[src/sv/hfs_pkg.sv]
`timescale 1ns / 1ps
// ----------------------------------------------------------------------------
// hfs_pkg: shared constants, types and tables of the hilbert frequency shifter
// Sizes, control struct, state encoding, and the sine and coefficient tables
// built in fixed point at elaboration.
// ----------------------------------------------------------------------------
package hfs_pkg;

  localparam int TAPS            = 63;
  localparam int RING_DEPTH      = 64;
  localparam int SINE_TABLE_BITS = 10;

  localparam int SINE_SIZE = 1 << SINE_TABLE_BITS;
  localparam int MID       = (TAPS - 1) / 2;
  localparam int CNT_W     = $clog2(RING_DEPTH);
  localparam int SAMPLE_W  = 16;
  localparam int PHASE_W   = 24;
  localparam int COEF_W    = 18;
  localparam int PROD_W    = SAMPLE_W + COEF_W;
  localparam int ACC_W     = 40;
  localparam int HIL_W     = ACC_W - 16;
  localparam int MIX_W     = HIL_W + SAMPLE_W + 1;
  localparam int COS_DEN   = 4 * (TAPS - 1);

  localparam logic [63:0] PI_HALF_Q30     = 64'd1686629713;
  localparam longint      TWO_OVER_PI_Q30 = 64'sd683565276;
  localparam longint      ONE_Q30         = 64'sd1073741824;
  localparam logic [63:0] TAYLOR_DIV [6]  = '{64'd6, 64'd20, 64'd42, 64'd72, 64'd110, 64'd156};

  typedef logic signed [SAMPLE_W-1:0] sine_rom_t [SINE_SIZE];
  typedef logic signed [COEF_W-1:0]   coef_rom_t [RING_DEPTH];

  typedef enum logic [2:0] {
    ST_IDLE,
    ST_MAC,
    ST_DRAIN,
    ST_TRIG,
    ST_MUL,
    ST_OUT
  } state_e;

  typedef struct packed {
    logic shift_in;
    logic rotate;
    logic mac_clear;
    logic mac_step;
    logic mac_drain;
    logic phase_step;
    logic trig;
    logic mul;
  } ctrl_t;

  // q30 sine on the first quadrant by taylor series, sign from the quadrant
  function automatic logic signed [31:0] quarter_sin_q30(input logic [63:0] x,
                                                         input logic [1:0]  quad);
    logic [63:0] term;
    longint      sum;
    term = x;
    sum  = longint'(x);
    for (int n = 1; n <= 6; n++) begin
      term = (term * x) >> 30;
      term = ((term * x) >> 30) / TAYLOR_DIV[n-1];
      if ((n & 1) != 0) sum = sum - longint'(term);
      else              sum = sum + longint'(term);
    end
    if (sum > ONE_Q30) sum = ONE_Q30;
    if (sum < 0)       sum = 0;
    if (quad[1]) sum = -sum;
    return 32'(sum);
  endfunction

  function automatic logic signed [SAMPLE_W-1:0] q30_to_q15(input logic signed [31:0] v);
    logic [63:0] mag;
    logic [63:0] r;
    mag = (v < 0) ? 64'(-longint'(v)) : 64'(longint'(v));
    r   = (mag * 64'd32767 + 64'd536870912) >> 30;
    return (v < 0) ? -SAMPLE_W'(r) : SAMPLE_W'(r);
  endfunction

  // restoring long division, used for table building only
  function automatic logic [63:0] ratio64(input logic [63:0] n, input logic [63:0] d);
    logic [63:0] quo;
    logic [63:0] rem;
    quo = '0;
    rem = '0;
    for (int b = 63; b >= 0; b--) begin
      rem = {rem[62:0], n[b]};
      if (rem >= d) begin
        rem    = rem - d;
        quo[b] = 1'b1;
      end
    end
    return quo;
  endfunction

  function automatic sine_rom_t build_sine_rom();
    sine_rom_t   rom;
    logic [63:0] p;
    logic [63:0] q;
    logic [63:0] r;
    logic [63:0] x;
    for (int i = 0; i < SINE_SIZE; i++) begin
      p = 64'(i) * 64'd4;
      q = p / SINE_SIZE;
      r = p % SINE_SIZE;
      if (q[0]) r = 64'(SINE_SIZE) - r;
      x = (PI_HALF_Q30 * r) / SINE_SIZE;
      rom[i] = q30_to_q15(quarter_sin_q30(x, q[1:0]));
    end
    return rom;
  endfunction

  // hamming windowed hilbert taps in q16, zero past the last tap
  function automatic coef_rom_t build_coef_rom();
    coef_rom_t   rom;
    int          m;
    int          am;
    logic [63:0] num;
    logic [63:0] p;
    logic [63:0] q;
    logic [63:0] r;
    logic [63:0] x;
    logic [63:0] hu;
    longint      c;
    longint      w;
    for (int k = 0; k < RING_DEPTH; k++) begin
      rom[k] = '0;
      m      = k - MID;
      if (k < TAPS && (m & 1) != 0) begin
        num = 64'(4 * k + TAPS - 1) % COS_DEN;
        p   = num * 64'd4;
        q   = p / COS_DEN;
        r   = p % COS_DEN;
        if (q[0]) r = 64'(COS_DEN) - r;
        x   = (PI_HALF_Q30 * r) / COS_DEN;
        c   = longint'(quarter_sin_q30(x, q[1:0]));
        w   = (54 * ONE_Q30 - 46 * c) / 100;
        am  = (m < 0) ? -m : m;
        hu  = 64'(w * TWO_OVER_PI_Q30) >> 30;
        hu  = ratio64(hu, 64'(am));
        hu  = (hu + 64'd8192) >> 14;
        rom[k] = (m < 0) ? -COEF_W'(hu) : COEF_W'(hu);
      end
    end
    return rom;
  endfunction

  localparam sine_rom_t SINE_ROM = build_sine_rom();
  localparam coef_rom_t COEF_ROM = build_coef_rom();

endpackage

[src/sv/hfs_cell.sv]
`timescale 1ns / 1ps
// ----------------------------------------------------------------------------
// hfs_cell: one sample cell of the delay ring
// Holds one sample and takes its neighbour's value when enabled.
// ----------------------------------------------------------------------------
module hfs_cell
  import hfs_pkg::*;
(
  input  logic                       clk_i,
  input  logic                       rst_ni,
  input  logic                       en_i,
  input  logic signed [SAMPLE_W-1:0] d_i,
  output logic signed [SAMPLE_W-1:0] q_o
);

  logic signed [SAMPLE_W-1:0] q_q;

  always_ff @(posedge clk_i or negedge rst_ni) begin
    if (!rst_ni) begin
      q_q <= '0;
    end else if (en_i) begin
      q_q <= d_i;
    end
  end

  assign q_o = q_q;

endmodule

[src/sv/hfs_chain.sv]
`timescale 1ns / 1ps
// ----------------------------------------------------------------------------
// hfs_chain: delay ring built as a circular chain of sample cells
// A new sample shifts in at the head; during filtering the chain rotates once
// round so every delay passes the tap at the tail.
// ----------------------------------------------------------------------------
module hfs_chain
  import hfs_pkg::*;
(
  input  logic                       clk_i,
  input  logic                       rst_ni,
  input  ctrl_t                      ctrl_i,
  input  logic signed [SAMPLE_W-1:0] sample_i,
  output logic signed [SAMPLE_W-1:0] tap_o
);

  logic signed [SAMPLE_W-1:0] cell_d [RING_DEPTH];
  logic signed [SAMPLE_W-1:0] cell_q [RING_DEPTH];
  logic                       cell_en;

  assign cell_en = ctrl_i.shift_in | ctrl_i.rotate;

  for (genvar g = 0; g < RING_DEPTH; g++) begin : g_cell
    if (g == 0) begin : g_head
      // head takes the new sample, or the tail when rotating
      assign cell_d[g] = ctrl_i.shift_in ? sample_i : cell_q[RING_DEPTH-1];
    end else begin : g_body
      assign cell_d[g] = cell_q[g-1];
    end

    hfs_cell u_cell (
      .clk_i  (clk_i),
      .rst_ni (rst_ni),
      .en_i   (cell_en),
      .d_i    (cell_d[g]),
      .q_o    (cell_q[g])
    );
  end

  assign tap_o = cell_q[RING_DEPTH-1];

endmodule

[config.mk]
export PLATFORM = sky130hd
export DESIGN_NAME = hfs_chain
export DESIGN_NICKNAME = d
export VERILOG_FILES = /design/src/sv/hfs_pkg.sv /design/src/sv/hfs_cell.sv /design/src/sv/hfs_chain.sv
export SDC_FILE = /design/constraint.sdc
export NUM_CORES = 1
export LEC_CHECK = 0
export BUFFER_PORTS_ARGS = -buffer_cell sky130_fd_sc_hd__buf_2
export CAP_MARGIN = 20
export CORE_MARGIN = 10
export CORE_UTILIZATION = 50
export DETAILED_ROUTE_END_ITERATION = 10
export GPL_TIMING_DRIVEN = 0
export PLACE_DENSITY = 0.65
export SLEW_MARGIN = 0
export SYNTH_ARGS = -nofsm -noshare
export SYNTH_HDL_FRONTEND = slang
export SYNTH_SLANG_ARGS = --single-unit
export TNS_END_PERCENT = 1
[constraint.sdc]
create_clock -name clk_i -period 1.48 [get_ports clk_i]
set_input_delay 0.074 -clock clk_i [delete_from_list [all_inputs] [get_ports clk_i]]
set_output_delay 0.074 -clock clk_i [all_outputs]
set_load 0.01 [all_outputs]
After elaboration in Yosys (flattened, before gate mapping). Index checks and enable logic that the tools add are counted.

Multiplexer cells: 1. Bitwise operators: 1.

Operators with widths (count): $mux 16 (1); $or 1x1->1 (1).

Register bits: 1024. Output and inout bits: 16. Logic and storage cells: 66.

Longest topological paths before layout.
Word-level depth: 1. Depth in mapped cells: 6. Mapped depth without buffers: 2.

By module. Synthesis repeated with hierarchy kept, for this count alone.

Cells, all modules: 2195. Area, all modules: 41811.4 um^2.

By module, submodules not included: hfs_cell (times used 64, cells each 34, area an instance 649.4 um^2, seq. area each 400.4 um^2); hfs_chain (times used 1, cells each 19, area an instance 251.5 um^2, seq. area each 0.0 um^2).

Worst setup path before layout. Ideal clock, no wire load.

Path type: in2reg. Start point: input port ctrl_i[7] (netlist bit). End point: register g_cell[10].u_cell.q_q[0]. Library setup time: 125 ps. Arrival: 1142 ps. Path slack: 213 ps. Stages: 6. Cells stage by stage: buf_2 > nor2_8 > buf_6 > buf_6 > buf_8 > mux2_4.

Longest elaborated chain between the ends: 1.

RTL lines: start, declared (line hfs_chain.sv:12) `input ctrl_t ctrl_i,`; $or 1x1->1 (line hfs_chain.sv:21) `assign cell_en = ctrl_i.shift_in | ctrl_i.rotate;`; end signal, assigned (line hfs_cell.sv:22) `q_q <= d_i;`; end, declared (line hfs_cell.sv:16) `logic signed [SAMPLE_W-1:0] q_q;`.

Every way passes these cells. A chain may end at the register's enable or synchronous reset.

Worst setup path in the final report.
Start point: input port sample_i[11]. End point: register g_cell[0].u_cell.q_q[11].

Longest elaborated chain between the ends: 1.

RTL lines: start, declared (line hfs_chain.sv:13) `input logic signed [SAMPLE_W-1:0] sample_i,`; $mux 16 (line hfs_chain.sv:26) `assign cell_d[g] = ctrl_i.shift_in ? sample_i : cell_q[RING_DEPTH-1];`; end signal, assigned (line hfs_cell.sv:22); end, declared (line hfs_cell.sv:16).

Every way passes these cells.

==> impl_metrics.py <==
metrics = {
    "synth": {
        "ys_types": 13,
        "netlist_instances": 2198,
        "ys_seq_area_share_pct": 66.4,
        "async_flop_share_pct": 100,
        "ys_ff_latch": 1024,
        "synth_top_area_share_pct": 66.4,
        "synth_edf_count": 0,
        "postSynthAreaPerCell_um2": 17.6,
        "synth_ff_type": "dfrtp_1",
        "synth_area_leader_cell": "dfrtp_1",
        "syn_nets": 2224,
        "yosysMostFrequentCell": "dfrtp_1",
        "synth_common_cells": "dfrtp_1 (1024), mux2_2 (808), mux2_1 (100), mux2_4 (100), buf_4 (73)",
        "syn_area_um2": 38600,
        "ys_warn_count": 0,
        "synth_area_leaders": "dfrtp_1 (66%), mux2_2 (24%), mux2_4 (3.9%)",
    },
    "global_route": {
        "grt_max_degree": 130,
        "grt_pass1_vias": 20100,
        "grtUsageTotal_pct": 13.9,
        "grt_pass1_wl_um": 104000,
        "antenna_found_initial": 0,
        "grt_overflow": 0,
        "met1_usage_pct": 19.2,
        "globalRoute.busiestLayer": "met2",
        "grt.met3_usage_pct": 2.57,
        "met2_usage_pct": 22.5,
    },
    "power": {
        "p_seq_share_pct": 52.9,
        "p_leak_nw": 21.7,
        "switchingPower_mw": 17.2,
        "power_density_nw_per_um2": 1660,
        "p_sw_share_pct": 23.6,
        "finalPower_mw": 73.0,
        "pwr-share-clk_pct": 34.7,
        "power_frac_comb_pct": 12.4,
        "vdd_drop_max_uv": 959,
        "p_int_mw": 55.8,
    },
    "critical_path": {
        "crit_required_ps": 2000,
        "r2r_slack_ps": 100,
        "start_kind": "primary input",
        "r2r-end": "g_cell[0].u_cell.q_o[2]",
        "worst_ep_arrival_time_ps": 1980,
        "crit_path_end_kind": "flop",
        "cp_max_fo": 1,
        "worstSetupPathType": "in -> reg",
        "r2r_cells": 3,
        "r2r-start": "g_cell[63].u_cell.q_o[2]",
    },
    "layout": {
        "stdcell_count": 3499,
        "area_growth_pct": 14.2,
        "fin_nets": 2408,
        "fin_area_um2": 44100,
        "layout-drive-gt1-share_pct": 49.6,
        "utilization_pct": 57.9,
        "diodes": 0,
        "largest_reg_flops": 1024,
    },
    "clocking": {
        "cts_tree": "done",
        "cts_root_buf": "clkbuf_16",
        "clkLatencyLatePin_ps": 650,
        "htree_levels": 3,
        "path_clk_slew_ps": 60,
        "cts_hold_buf": 34,
        "clock_sinks": 1024,
        "numCtsBuffers": 104,
        "postCtsSetupRepairBufs": 0,
        "clockBufferDepth": 3,
    },
    "timing": {
        "clock.fmax_mhz": 689,
        "hold_violations": 275,
        "setup_violations": 0,
        "tightestPinTransition_ps": 698,
        "slew_headroom_pct": 53.5,
        "rsz0062_at_grt": "false",
        "finClkSkew_ps": 28.6,
        "slew_viol_final": 0,
        "timing.final.crit_share_pct": 98.0,
        "worst_slack_ps": 28.9,
        "tns_ps": 0,
        "period_minus_slack_ps": 1450,
        "whs_ps": -687,
    },
    "placement": {
        "gp_congestion": 0.721,
        "portBuffers": 33,
        "pre_cts_ws_ps": -882,
        "postPlaceCellArea_um2": 40300,
        "dpl.hpwl_um": 39400,
        "numPlacedInstances": 3270,
    },
    "routing": {
        "drt_iter0_markers": 602,
        "avgRoutedWirePerCell_um": 17.3,
        "route.vias.total": 17900,
        "firstDrtPassIters": 4,
        "postRouteWirelength_um": 60500,
        "ant_nets": 0,
        "vias_per_cell": 5.11,
        "drc": 0,
    },
    "floorplanning": {
        "row_count": 101,
        "ios": 42,
        "start_util_pct": 50.7,
        "die_w_um": 298,
        "die_area_um2": 88800,
        "chipHeight_um": 298,
        "coreArea_um2": 76200,
    },
    "run_status": {
        "status": "complete, but fails checks",
        "failed_checks": "negative hold slack",
    },
    "run": {
        "max_cap_violations": 0,
    },
    "worst_hold_path": {
        "hp-class": "in -> async",
    },
}
[cell families after synthesis]
family,count (synthesis),share of synthesized area [%]
buffers and inverters,117,2.45
and+or+nand+nor,17,0.207
AOI/OAI and AO/OA,16,0.207
muxes,1024,30.8
DFF,1024,66.4
[worst max-delay path: stages]
cell	delay [ps]
dlygate4sd3_1	540
buf_2	120
nand2_1	50
dlygate4sd3_1	550
o21ai_0	70
dlygate4sd3_1	580
[timing repair]
action | 4_1_cts | 5_1_grt
resized for setup | 1 | 2
gates cloned | 1 | 1
setup endpoints to repair | 132 | 68
hold endpoints to repair | 291 | 275
[per-layer routing]
metal	wire, um	share of wire [%]
met5	0	0
met1	28500	47
met4	1250	2.1
met2	29000	48
met3	1650	2.7
[worst max path at each step]
stage	startpoint	end	cells after the start
floorplan	ctrl_i[7]	g_cell[10].u_cell.q_o[0]	6
global placement	rst_ni	g_cell[43].u_cell.q_o[10]	1
detailed placement	rst_ni	g_cell[40].u_cell.q_o[9]	5
CTS	rst_ni	g_cell[24].u_cell.q_o[3]	5
global route	rst_ni	g_cell[43].u_cell.q_o[11]	4
finish	sample_i[11]	g_cell[0].u_cell.q_o[11]	6
[power groups by stage]
stage,sequential [mW],clock (mW),combinational [mW]
global placement,39.1,0,8.50
floorplan,37.4,0,7.46
finish,38.6,25.4,9.03
detailed placement,39.2,0,9.02
global route,39.6,27.3,10.0
CTS,38.8,26.1,9.25
[placed cells by master (no fill, tap or decap), types with 2 or more instances in the layout]
master         Yosys  routed
bufinv_16          0       2
buf_6             13      13
nand2_1           16      16
clkbuf_8           0      23
dfrtp_1         1024    1024
dlygate4sd3_1      0      33
mux2_2           808     808
mux2_4           100     100
mux2_1           100     100
clkinv_8           0       2
clkinv_2           0      16
mux2i_1           16      16
buf_8             10      10
buf_2             18      50
clkinvlp_4         0       4
o21ai_0           16      15
buf_16             0       9
clkbuf_1           3      39
buf_4             73      73
clkbuf_16          0     108
[final cells by class]
type	count	area, um2
plain buffers	117	946
clock buffers	166	3130
clock inverters	27	250
fillers	5740	32100
multi-input cells	1057	12000
flip-flops and latches	1024	25600
well taps	1030	1290
repair buffers	78	828
No activity file was read; power rests on OpenSTA's default activity.
