[src/sv/hfs_pkg.sv]
`timescale 1ns / 1ps
// ----------------------------------------------------------------------------
// hfs_pkg: shared constants, types and tables of the hilbert frequency shifter
// Sizes, control struct, state encoding, and the sine and coefficient tables
// built in fixed point at elaboration.
// ----------------------------------------------------------------------------
package hfs_pkg;

  localparam int TAPS            = 63;
  localparam int RING_DEPTH      = 64;
  localparam int SINE_TABLE_BITS = 10;

  localparam int SINE_SIZE = 1 << SINE_TABLE_BITS;
  localparam int MID       = (TAPS - 1) / 2;
  localparam int CNT_W     = $clog2(RING_DEPTH);
  localparam int SAMPLE_W  = 16;
  localparam int PHASE_W   = 24;
  localparam int COEF_W    = 18;
  localparam int PROD_W    = SAMPLE_W + COEF_W;
  localparam int ACC_W     = 40;
  localparam int HIL_W     = ACC_W - 16;
  localparam int MIX_W     = HIL_W + SAMPLE_W + 1;
  localparam int COS_DEN   = 4 * (TAPS - 1);

  localparam logic [63:0] PI_HALF_Q30     = 64'd1686629713;
  localparam longint      TWO_OVER_PI_Q30 = 64'sd683565276;
  localparam longint      ONE_Q30         = 64'sd1073741824;
  localparam logic [63:0] TAYLOR_DIV [6]  = '{64'd6, 64'd20, 64'd42, 64'd72, 64'd110, 64'd156};

  typedef logic signed [SAMPLE_W-1:0] sine_rom_t [SINE_SIZE];
  typedef logic signed [COEF_W-1:0]   coef_rom_t [RING_DEPTH];

  typedef enum logic [2:0] {
    ST_IDLE,
    ST_MAC,
    ST_DRAIN,
    ST_TRIG,
    ST_MUL,
    ST_OUT
  } state_e;

  typedef struct packed {
    logic shift_in;
    logic rotate;
    logic mac_clear;
    logic mac_step;
    logic mac_drain;
    logic phase_step;
    logic trig;
    logic mul;
  } ctrl_t;

  // q30 sine on the first quadrant by taylor series, sign from the quadrant
  function automatic logic signed [31:0] quarter_sin_q30(input logic [63:0] x,
                                                         input logic [1:0]  quad);
    logic [63:0] term;
    longint      sum;
    term = x;
    sum  = longint'(x);
    for (int n = 1; n <= 6; n++) begin
      term = (term * x) >> 30;
      term = ((term * x) >> 30) / TAYLOR_DIV[n-1];
      if ((n & 1) != 0) sum = sum - longint'(term);
      else              sum = sum + longint'(term);
    end
    if (sum > ONE_Q30) sum = ONE_Q30;
    if (sum < 0)       sum = 0;
    if (quad[1]) sum = -sum;
    return 32'(sum);
  endfunction

  function automatic logic signed [SAMPLE_W-1:0] q30_to_q15(input logic signed [31:0] v);
    logic [63:0] mag;
    logic [63:0] r;
    mag = (v < 0) ? 64'(-longint'(v)) : 64'(longint'(v));
    r   = (mag * 64'd32767 + 64'd536870912) >> 30;
    return (v < 0) ? -SAMPLE_W'(r) : SAMPLE_W'(r);
  endfunction

  // restoring long division, used for table building only
  function automatic logic [63:0] ratio64(input logic [63:0] n, input logic [63:0] d);
    logic [63:0] quo;
    logic [63:0] rem;
    quo = '0;
    rem = '0;
    for (int b = 63; b >= 0; b--) begin
      rem = {rem[62:0], n[b]};
      if (rem >= d) begin
        rem    = rem - d;
        quo[b] = 1'b1;
      end
    end
    return quo;
  endfunction

  function automatic sine_rom_t build_sine_rom();
    sine_rom_t   rom;
    logic [63:0] p;
    logic [63:0] q;
    logic [63:0] r;
    logic [63:0] x;
    for (int i = 0; i < SINE_SIZE; i++) begin
      p = 64'(i) * 64'd4;
      q = p / SINE_SIZE;
      r = p % SINE_SIZE;
      if (q[0]) r = 64'(SINE_SIZE) - r;
      x = (PI_HALF_Q30 * r) / SINE_SIZE;
      rom[i] = q30_to_q15(quarter_sin_q30(x, q[1:0]));
    end
    return rom;
  endfunction

  // hamming windowed hilbert taps in q16, zero past the last tap
  function automatic coef_rom_t build_coef_rom();
    coef_rom_t   rom;
    int          m;
    int          am;
    logic [63:0] num;
    logic [63:0] p;
    logic [63:0] q;
    logic [63:0] r;
    logic [63:0] x;
    logic [63:0] hu;
    longint      c;
    longint      w;
    for (int k = 0; k < RING_DEPTH; k++) begin
      rom[k] = '0;
      m      = k - MID;
      if (k < TAPS && (m & 1) != 0) begin
        num = 64'(4 * k + TAPS - 1) % COS_DEN;
        p   = num * 64'd4;
        q   = p / COS_DEN;
        r   = p % COS_DEN;
        if (q[0]) r = 64'(COS_DEN) - r;
        x   = (PI_HALF_Q30 * r) / COS_DEN;
        c   = longint'(quarter_sin_q30(x, q[1:0]));
        w   = (54 * ONE_Q30 - 46 * c) / 100;
        am  = (m < 0) ? -m : m;
        hu  = 64'(w * TWO_OVER_PI_Q30) >> 30;
        hu  = ratio64(hu, 64'(am));
        hu  = (hu + 64'd8192) >> 14;
        rom[k] = (m < 0) ? -COEF_W'(hu) : COEF_W'(hu);
      end
    end
    return rom;
  endfunction

  localparam sine_rom_t SINE_ROM = build_sine_rom();
  localparam coef_rom_t COEF_ROM = build_coef_rom();

endpackage

[src/sv/hfs_mac.sv]
`timescale 1ns / 1ps
// ----------------------------------------------------------------------------
// hfs_mac: hilbert fir multiply-accumulate
// One tap per cycle from the chain tail, registered product, then accumulate.
// Also catches the centre-delayed sample as it passes.
// ----------------------------------------------------------------------------
module hfs_mac
  import hfs_pkg::*;
(
  input  logic                       clk_i,
  input  ctrl_t                      ctrl_i,
  input  logic [CNT_W-1:0]           cnt_i,
  input  logic signed [SAMPLE_W-1:0] tap_i,
  output logic signed [ACC_W-1:0]    acc_o,
  output logic signed [SAMPLE_W-1:0] centre_o
);

  logic [CNT_W-1:0]           k;
  logic signed [COEF_W-1:0]   coef;
  logic signed [PROD_W-1:0]   p_q;
  logic signed [ACC_W-1:0]    acc_q;
  logic signed [SAMPLE_W-1:0] centre_q;

  // after t rotations the tail holds the sample delayed by depth-1-t
  assign k    = CNT_W'(RING_DEPTH - 1) - cnt_i;
  assign coef = COEF_ROM[k];

  always_ff @(posedge clk_i) begin
    if (ctrl_i.mac_clear) begin
      p_q   <= '0;
      acc_q <= '0;
    end else if (ctrl_i.mac_step) begin
      p_q   <= tap_i * coef;
      acc_q <= acc_q + ACC_W'(p_q);
    end else if (ctrl_i.mac_drain) begin
      acc_q <= acc_q + ACC_W'(p_q);
    end
  end

  always_ff @(posedge clk_i) begin
    if (ctrl_i.mac_step && k == CNT_W'(MID)) begin
      centre_q <= tap_i;
    end
  end

  assign acc_o    = acc_q;
  assign centre_o = centre_q;

endmodule

[config.mk]
export PLATFORM = sky130hd
export DESIGN_NAME = hfs_mac
export DESIGN_NICKNAME = d
export VERILOG_FILES = /design/src/sv/hfs_pkg.sv /design/src/sv/hfs_mac.sv
export SDC_FILE = /design/constraint.sdc
export NUM_CORES = 1
export LEC_CHECK = 0
export BUFFER_PORTS_ARGS = -buffer_cell sky130_fd_sc_hd__buf_2
export CORE_MARGIN = 10
export CORE_UTILIZATION = 51
export CTS_CLUSTER_SIZE = 10
export DETAILED_ROUTE_END_ITERATION = 8
export GPL_ROUTABILITY_DRIVEN = 0
export GPL_TIMING_DRIVEN = 1
export PLACE_DENSITY = 0.71
export RECOVER_POWER = 25
export SLEW_MARGIN = 0
export SYNTH_ARGS = -nofsm -noshare
export SYNTH_HDL_FRONTEND = slang
export SYNTH_SLANG_ARGS = --single-unit
[constraint.sdc]
create_clock -name clk_i -period 6.8 [get_ports clk_i]
set_clock_uncertainty 0.15 [all_clocks]
set_input_delay 0 -clock clk_i [delete_from_list [all_inputs] [get_ports clk_i]]
set_output_delay 0 -clock clk_i [all_outputs]
set_load 0.005 [all_outputs]
* Yosys cells after proc, flatten, opt, wreduce, memory -nomap -nowiden
Memories as Yosys holds them, arrays and structs flattened. Cells that the tools add are included.
Storage, ports and cells: bits in read-only memories 1152, memories kept 1, output and inout bits 56, register bits 90, input bits 31
Cells by class: equality and inequality tests 1, multipliers 1, $add $sub $neg 2, multiplexer cells 4, order comparisons 1, reduce and logical (&&, ||, !) cells 2, bitwise logic cells 1
Memory list:
- (name not given) | words 64, width 18, rd ports 1, clocked after Yosys merged registers in 0, wr ports 0, RTL line hfs_mac.sv:26 | assign coef = COEF_ROM[k];
Operator list (count):
- 40-bit 2-to-1 mux | 2
- 40-bit by 34-bit adder with 40-bit output | 1
- 18-bit 2-to-1 mux | 2
- 16-bit by 18-bit multiplier with 34-bit output | 1
- 7-bit greater-or-equal comparator, second input constant | 1
- 6-bit inverter with 7-bit output | 1
- 6-bit by 5-bit == test with 1-bit output, second input constant | 1
- 6-bit subtractor, first input constant | 1
- 2-bit nonzero test | 1
- 1-bit logical AND | 1

* Longest topological paths before layout
depth in word-level cells 6, mapped depth 32, mapped depth without buffers 30

* Least setup slack after synthesis
Ideal clock, no wire load.
path type input port to flip-flop, from in cnt_i[4], to reg p_q[33], library setup time 0.092 ns, arrival time 6.687 ns, cell stages on the path 27, data required time 6.558 ns, slack -0.129 ns, cells stage by stage clkbuf_1 > clkbuf_1 > clkbuf_1 > o31ai_1 > a21boi_0 > clkbuf_1 > nand2_1 > fa_1 > inv_1 > fa_1 > fa_1 > fa_1 > fa_1 > inv_1 > fa_1 > inv_1 > ha_1 > clkbuf_1 > o21a_1 > o21a_1 > o21ai_0 > o211ai_1 > a21oi_1 > o21ai_1 > a31oi_1 > a31oi_1 > o32ai_1
Between the ends: word-level cells in the longest chain between the ends 6
RTL lines:
- start, declared | RTL line hfs_mac.sv:12 | input logic [CNT_W-1:0] cnt_i,
- 6-bit subtractor | RTL line hfs_mac.sv:25 | assign k = CNT_W'(RING_DEPTH - 1) - cnt_i;
- 6-bit inverter with 7-bit output (implied by the code) | RTL line hfs_mac.sv:26
- memory 64 x 18 bit
- 18-bit 2-to-1 mux (implied by the code) (2 in series) | RTL line hfs_mac.sv:26
- 16-bit by 18-bit multiplier with 34-bit output | RTL line hfs_mac.sv:33 | p_q <= tap_i * coef;
- end signal, assigned | RTL line hfs_mac.sv:33
- end, declared | RTL line hfs_mac.sv:20 | logic signed [PROD_W-1:0] p_q;
No other way between the ends. The select of a mux whose other input is x is not followed. A chain may end at the register's enable or synchronous reset.

* Worst setup path in the final report
from in cnt_i[1], to reg p_q[30]
Same word-level chain as after synthesis.

==> flow_summary_export.csv <==
group,metric,value,unit
synth,ys_seq_area_frac,0.119,
routing,first_pass_iters,5,
critical_path,crit_top_cell,"fa_1",
clock_tree,htreeDepth,3,
clock_tree,max-clock-path-buffers,2,
routing,vias,13400,
place,place_hpwl,32400,microns
die,start_util,0.520,
die,ios,87,
timing,period_needed,6530,ps
global_route,grt_pass1_wl,67000,microns
critical_path,cp-start-kind,"input pin",
timing,worst_slew_pin_slew,906,ps
critical_path,critical_path_depth,28,
power_and_ir_drop,clockPowerShare,0.056,
final_layout,seq_area,1960,sq um
clock_tree,cts_root_buf,"clkbuf_16",
power_and_ir_drop,netSwitchingFraction,0.491,
routing,drt_iter0_markers,894,
synth,synth_top_flop_cell,"dfxtp_1",
final_layout,nNetsFinal,2476,
power_and_ir_drop,comb_power_share,0.857,
power_and_ir_drop,power.density,502,nW/um^2
die,die_h,200,microns
global_route,first_global_vias,13900,
critical_path,r2r-end,"acc_o[39]",
critical_path,cpPeakStageDelay,550,ps
run_status,status,"completed",
timing,hold_violations,0,
power_and_ir_drop,seqPwrFrac,0.088,
global_route,grt_start_max_net_pins,84,
routing,wl_per_cell,16.2,microns
clock_tree,cts_tree,"yes",
die,rows,65,
critical_path,r2r_slack,3210,ps
final_layout,multiInputGateArea,13000,sq um
synth,netlist_top_cells_area,"fa_1, ha_1, dfxtp_1",
global_route,grt_use_total,0.206,
final_layout,drive_above_1_share,0.118,
clock_tree,path_clk_slew,80,ps
critical_path,cpMaxStageDelayCell,"fa_1",
timing,min_period_over_period,0.960,
synth,syn_area,16500,sq um
worst_hold_path,min_path_type,"in -> reg",
synth,synth_async_sr_flop_share,0,
critical_path,startpoint,"cnt_i[1]",
synth,synth_warnings,0,
die,die_area,39900,sq um
synth,yosys.area.top_type_share,0.342,
critical_path,cp_max_fo,10,
critical_path,cp-end-kind,"register",
critical_path,crit_arrival,6590,ps
routing,viasPerCell,5.50,
final_layout,syn_to_final_growth,12.3,%
timing,drv_slew,0,
timing,setup_viol,0,
timing,fmax,153,MHz
clock_tree,cts_buffers,9,
timing,rsz0062_at_grt,"true",
power_and_ir_drop,p_sw,0.00456,W
clock_tree,cts_setup_buffers,0,
power_and_ir_drop,total_power,0.00929,W
critical_path,crit-reg2reg-launch,"acc_o[16]",
place,place_area,18000,sq um
critical_path,crit_type,"in -> reg",
timing,relSlewSlack,0.395,
final_layout,fill_cells,2806,
synth,synthCells,1906,
critical_path,worst_r2r_path_depth,10,
power_and_ir_drop,p_int,0.00473,W
routing,ant_nets,0,
synth,synth.avg_cell_area,8.65,sq um
critical_path,critPathRequiredTime,6870,ps
job,drv_cap,0,
synth,synth_top_area_cell,"fa_1",
synth,synth-seq-cells,90,
final_layout,insertedDiodeCount,0,
critical_path,path_buf_inv,7,
global_route,grt-ovfl-total,0,
power_and_ir_drop,ir_drop,0.691,mV
critical_path,crit_end,"p_q[30]",
final_layout,fin_area,18500,sq um
place,io_buffers,81,
critical_path,cpLargestDelayFamily,"adder cells",
power_and_ir_drop,power.leakage,9.16,nW
routing,drc,0,
synth,synth.distinct_cells,72,
clock_tree,clock-sinks,90,
routing,drt-total-wl,39700,microns
synth,synth_fp_nets,2343,
synth,synth_edf_count,16,
die,die_w,200,microns
clock_tree,clock_latency,370,ps
global_route,antenna_found_initial,0,
die,core,31700,sq um
==> cells in the final DEF (no fill, tap or decap), drive strengths merged, types with 6 or more instances in the layout <==
cell type    Yosys  routed
a211oi          23      23
a21o            27      27
a21oi           96      96
a221oi           9       9
a31oi           16      16
and2           130     130
and3            12      12
buf             13     193
clkbuf          80      16
dfxtp           74      74
dlygate4sd3      0      17
edfxtp          16      16
fa             282     282
ha             124     124
inv            330     330
mux2i           30      30
nand2          203     203
nand2b          16      16
nand3           32      32
nand4           19      19
nor2           106     106
nor2b           17      17
nor3            14      14
nor4             7       7
nor4b            7       7
o211ai           9       9
o21a            16      16
o21ai           57      57
o21bai          13      13
or2              6       6
xnor2           33      33
xor2            22      22
==> cell families (layout without fill, tap and decap cells) <==
logic type	count (synthesis)	in the layout	synth area share
AND/OR/NAND/NOR	588	588	0.176
buffers and inverters	424	562	0.0973
adder cells (fa/ha/maj)	406	406	0.437
AO/OA/AOI/OAI	312	312	0.123
flip-flops	90	90	0.119
XOR/XNOR	55	55	0.0292
multiplexers	31	31	0.0189
==> synthesized netlist by cell type, types with 7 or more instances <==
cell type	count
nor2_1	106
o21ai_0	51
dfxtp_1	74
nand2b_1	16
nand3_1	32
nor4b_1	7
a221oi_1	9
and3_1	12
nand4_1	19
and2_1	130
o21bai_1	13
fa_1	282
a21o_1	27
o211ai_1	9
edfxtp_1	16
a31oi_1	16
inv_1	330
xor2_1	22
ha_1	124
nor2b_1	17
a211oi_1	22
nor3_1	14
nand2_1	202
buf_1	7
clkbuf_1	80
mux2i_1	30
a21oi_1	95
xnor2_1	33
o21a_1	16
==> state kept, by name, indices dropped and copies added (netlist names) <==
| register | flops |
|---|---|
| acc_o | 40 |
| p_q | 34 |
| centre_o | 16 |
==> what timing repair did <==
action	4_1_cts	5_1_grt
setup endpoints to repair	1	17
hold endpoints to repair	25	0
gates resized for setup	1	19
hold buffers	17	0
pin swaps	0	6
==> worst min path at each step <==
stage	slack [ps]	startpoint	cells after the start	to
5_1_grt	90	cnt_i[2]	3	centre_o[15]
2_1_floorplan	-50	tap_i[0]	0	centre_o[0]
3_3_place_gp	140	tap_i[15]	1	centre_o[15]
4_1_cts	60	cnt_i[2]	3	centre_o[15]
3_5_place_dp	140	tap_i[15]	1	centre_o[15]
6_report	80	cnt_i[2]	3	centre_o[15]
==> worst min-delay path: cells and delay by family <==
| kind | cells | cell delay, ps |
|---|---|---|
| simple gates | 1 | 100 |
| buf+inv | 2 | 320 |
==> routing by layer <==
metal	part of all wire	vias up	global-route usage
met5	0	-	0
met4	0.021	0	0.0625
met1	0.41	6704	0.255
met2	0.52	311	0.365
li1	-	6386	-
met3	0.051	47	0.0308
==> metrics by stage <==
step / utilization / hold WS (ps) / setup WS, ps / TNS, ps / instances
after floorplan: - / -51.1 / 28.4 / 0 / 1906
after global placement: 0.567 / 143 / -264 / -751 / 2413
after detailed placement: 0.567 / 140 / -348 / -2410 / 2413
after CTS: 0.582 / 58.6 / 87.5 / 0 / 2446
after global routing: 0.584 / 91.6 / -27.2 / -27.2 / 2446
final: 0.584 / 79.5 / 272 / 0 / 2446
==> power groups by stage <==
stage          Combinational (W)  Sequential [W]  Clock, W
6_report                 0.00796        0.000814  0.000518
5_1_grt                  0.00904        0.000831  0.000548
4_1_cts                  0.00791        0.000816  0.000531
3_5_place_dp             0.00782        0.000827         0
3_3_place_gp             0.00762        0.000825         0
2_1_floorplan            0.00553        0.000792         0
==> cell type report <==
cell class / instances / area share
sequential: 90 / 0.106
timing repair buffer: 215 / 0.0813
tap: 402 / 0.0272
inverter: 331 / 0.0671
clock buffer: 11 / 0.0137
multi-input combinational: 1392 / 0.702
clock inverter: 5 / 0.00264
No activity file was read; power rests on OpenSTA's default activity.
